**config.mk**
```make
export PLATFORM = sky130hd
export DESIGN_NAME = lvs_ram
export DESIGN_NICKNAME = d
export VERILOG_FILES = /design/src/sv/lvs_ram.sv
export SDC_FILE = /design/constraint.sdc
export NUM_CORES = 1
export LEC_CHECK = 0
export ABC_AREA = 1
export BUFFER_PORTS_ARGS = -buffer_cell sky130_fd_sc_hd__buf_2
export CAP_MARGIN = 20
export CORE_UTILIZATION = 45
export DETAILED_ROUTE_END_ITERATION = 12
export GPL_TIMING_DRIVEN = 0
export MAX_ROUTING_LAYER = met4
export PLACE_DENSITY_LB_ADDON = 0.1
export SLEW_MARGIN = 20
export SYNTH_ARGS = -nofsm -noshare
export SYNTH_HDL_FRONTEND = slang
export SYNTH_SLANG_ARGS = --single-unit
```
**constraint.sdc**
```tcl
create_clock -name clk -period 2.43 [get_ports clk]
set_input_delay 0.3645 -clock clk [delete_from_list [all_inputs] [get_ports clk]]
set_output_delay 0.3645 -clock clk [all_outputs]
set_load 0.01 [all_outputs]
```
**src/sv/lvs_ram.sv**
```systemverilog
// Generic single-write, single-read synchronous RAM with registered read data.
`default_nettype none
module lvs_ram #(
	parameter int WIDTH = 8,
	parameter int DEPTH = 2
) (
	input  wire logic                    clk,
	input  wire logic                    we,
	input  wire logic [((DEPTH > 1) ? $clog2(DEPTH) : 1)-1:0] waddr,
	input  wire logic [WIDTH-1:0]        wdata,
	input  wire logic [((DEPTH > 1) ? $clog2(DEPTH) : 1)-1:0] raddr,
	output logic      [WIDTH-1:0]        rdata
);

	logic [WIDTH-1:0] mem [DEPTH];

	always_ff @(posedge clk) begin
		if (we) begin
			mem[waddr] <= wdata;
		end
		rdata <= mem[raddr];
	end

endmodule
`default_nettype wire
```
==> reports/qor.txt <==
die area: 1859 um2
worst hold path endpoint: mem[0][0]
port buffer count: 18
slowest CP cell: dfxtp_1
met3 Use GR: 0.03830
Relative slew margins: 0.5462
Min-Delay Startpoint: wdata[0]
outcome: complete, no violations
layout cell share with drive strength beyond 1: 0.3158
Num Clock Sinks: 24
reg-to-reg slack, setup: 1840 ps
worst hold-check path type: in2reg
setup ws final: 1300 ps
r2r startpoint: mem[0][2]
I/O pin cnt: 20
Via density: 4.478
post-synthesis instance total: 54
CP required: 2070 ps
critical path cell sequence: buf_2
met1 usage: 0.1457
synth warn: 0
DRT iter0 DRCs: 0
FMAX: 0.8846 GHz
DRC violations left: 0
CP endpoint kind: primary output
critical path class: reg2out
first-pass GRT wire length: 1.462 mm
post-CTS setup buffer count: 0
Util after Layout: 0.5990
CTS clk-pin slew, worst paths: 120 ps
Max Cap Violations: 0
global routing's busiest layer: met2
H-tree depth: 1
Avg Inst Size Synth: 14.09 um2
Vias: 412
number of diodes: 0
CTS-repair resized insts: 0
leakage dissipation: 0.4160 nW
clock buffer count from CTS: 3
Worst-Margin Slew: 678.3 ps
starting density of the core: 0.4935
clk_lat worst skew: 310 ps
Synthesized Nets: 66
Critical R2R Capture: rdata[2]
vias in the first global route: 335
clock buffer depth: 2
DRT Pass-1 Iters: 1
WP buf/inv: 1
Max VDD drop: 462.4 uV
final setup violating endpoints: 0
sequential area share after synthesis: 0.8421
Setup Skew: 6.305 ps
FP Rows: 14
antenna violations before repair: 0
final hold slack: 227.9 ps
WL/cell: 9.978 um
RD Place Congestion: 0.6449
Min Clock Period, post-route: 1130 ps
Global Route Usage Sum: 0.1217
total power: 0.0008019 W
mapped cell area: 760.7 um2
final number of max-transition violations: 0
Root Driver: clkbuf_4
worst setup path startpoint: rdata[2]
Layout area overhead: 21.38%
M2 GR Usage: 0.1701
post-synth cell types: 7
Die Span X: 43.12 um
cts hold-fix bufs: 0
critical path's top delay family: flip-flops
CORE AREA: 1541 um2
reg2reg path depth: 2
final hold vios: 0
post-route ant nets: 0
Die Ht: 43.12 um
unrepaired setup endpoints after global routing: no
crit path DAT: 770 ps
largest net degree at the start of global routing: 15
fin crit share: 0.4652
Fin Setup TNS: 0 ps
FF+latch count, synth: 24
Placement Setup Slack: 1030 ps
CTS tree: yes
drt total wl: 918 um
CP max FO: 1
worst hold stages: 1
fin nets: 89
launching element type of the critical path: flip-flop
power per cell area: 868.4 nW/um2
Max stage delay on crit path: 330 ps
GRT Residual Overflow: 0
cells in the mapped netlist:
master	count	share of area
inv_2	1	0.0049
nand2_1	25	0.12
dfxtp_1	8	0.21
nor2_1	1	0.0049
buf_6	1	0.015
edfxtp_1	16	0.63
inv_1	2	0.0099
power by group:
part	internal (W)	total [W]	leakage (nW)	switching, W
Sequential	0.000467	0.000473	0.218	0.00000594
Combinational	0.0000209	0.0000491	0.170	0.0000282
Clock	0.000167	0.000280	0.0279	0.000113
Total	0.000655	0.000802	0.416	0.000147
flip-flops by register name, summed over array words and instances (netlist names):
name / count
mem: 16
rdata: 8
stage by stage:
| step | cell area, um2 | cells |
|---|---|---|
| global placement | 870.8 | 88 |
| finish | 923.4 | 92 |
| floorplan | 760.7 | 54 |
| detailed placement | 870.8 | 88 |
| CTS | 923.4 | 92 |
| global route | 923.4 | 92 |
layout make-up:
cell class,instances,area (um2)
sequential,24,640.6
fill,141,618.1
multi-input combinational,26,97.59
timing repair buffer,18,90.09
clock inverter,1,30.03
clock buffer,3,22.52
tap,16,20.02
buffer,1,11.26
inverter,3,11.26
worst max-delay path by stage:
stage                     end  cells after the start
finish               rdata[2]                      1
global route         rdata[2]                      1
CTS                  rdata[2]                      1
detailed placement  mem[0][1]                      2
global placement    mem[0][4]                      2
floorplan           mem[0][0]                      2
cells in the final DEF (no fill, tap or decap):
master     instances
nand2_1           25
buf_2             18
edfxtp_1          16
dfxtp_1            8
clkbuf_4           3
inv_1              2
buf_6              1
inv_2              1
nor2_1             1
bufinv_16          1
routing by layer:
metal,share of wire,up-vias
li1,-,220
met1,0.42,172
met2,0.48,15
met3,0.060,5
met4,0.036,0
met5,0,-
cell families after synthesis:
group | synth area share
simple gates | 0.1283
flops | 0.8421
buf+inv | 0.02960
(Power assumes the default switching activity.)
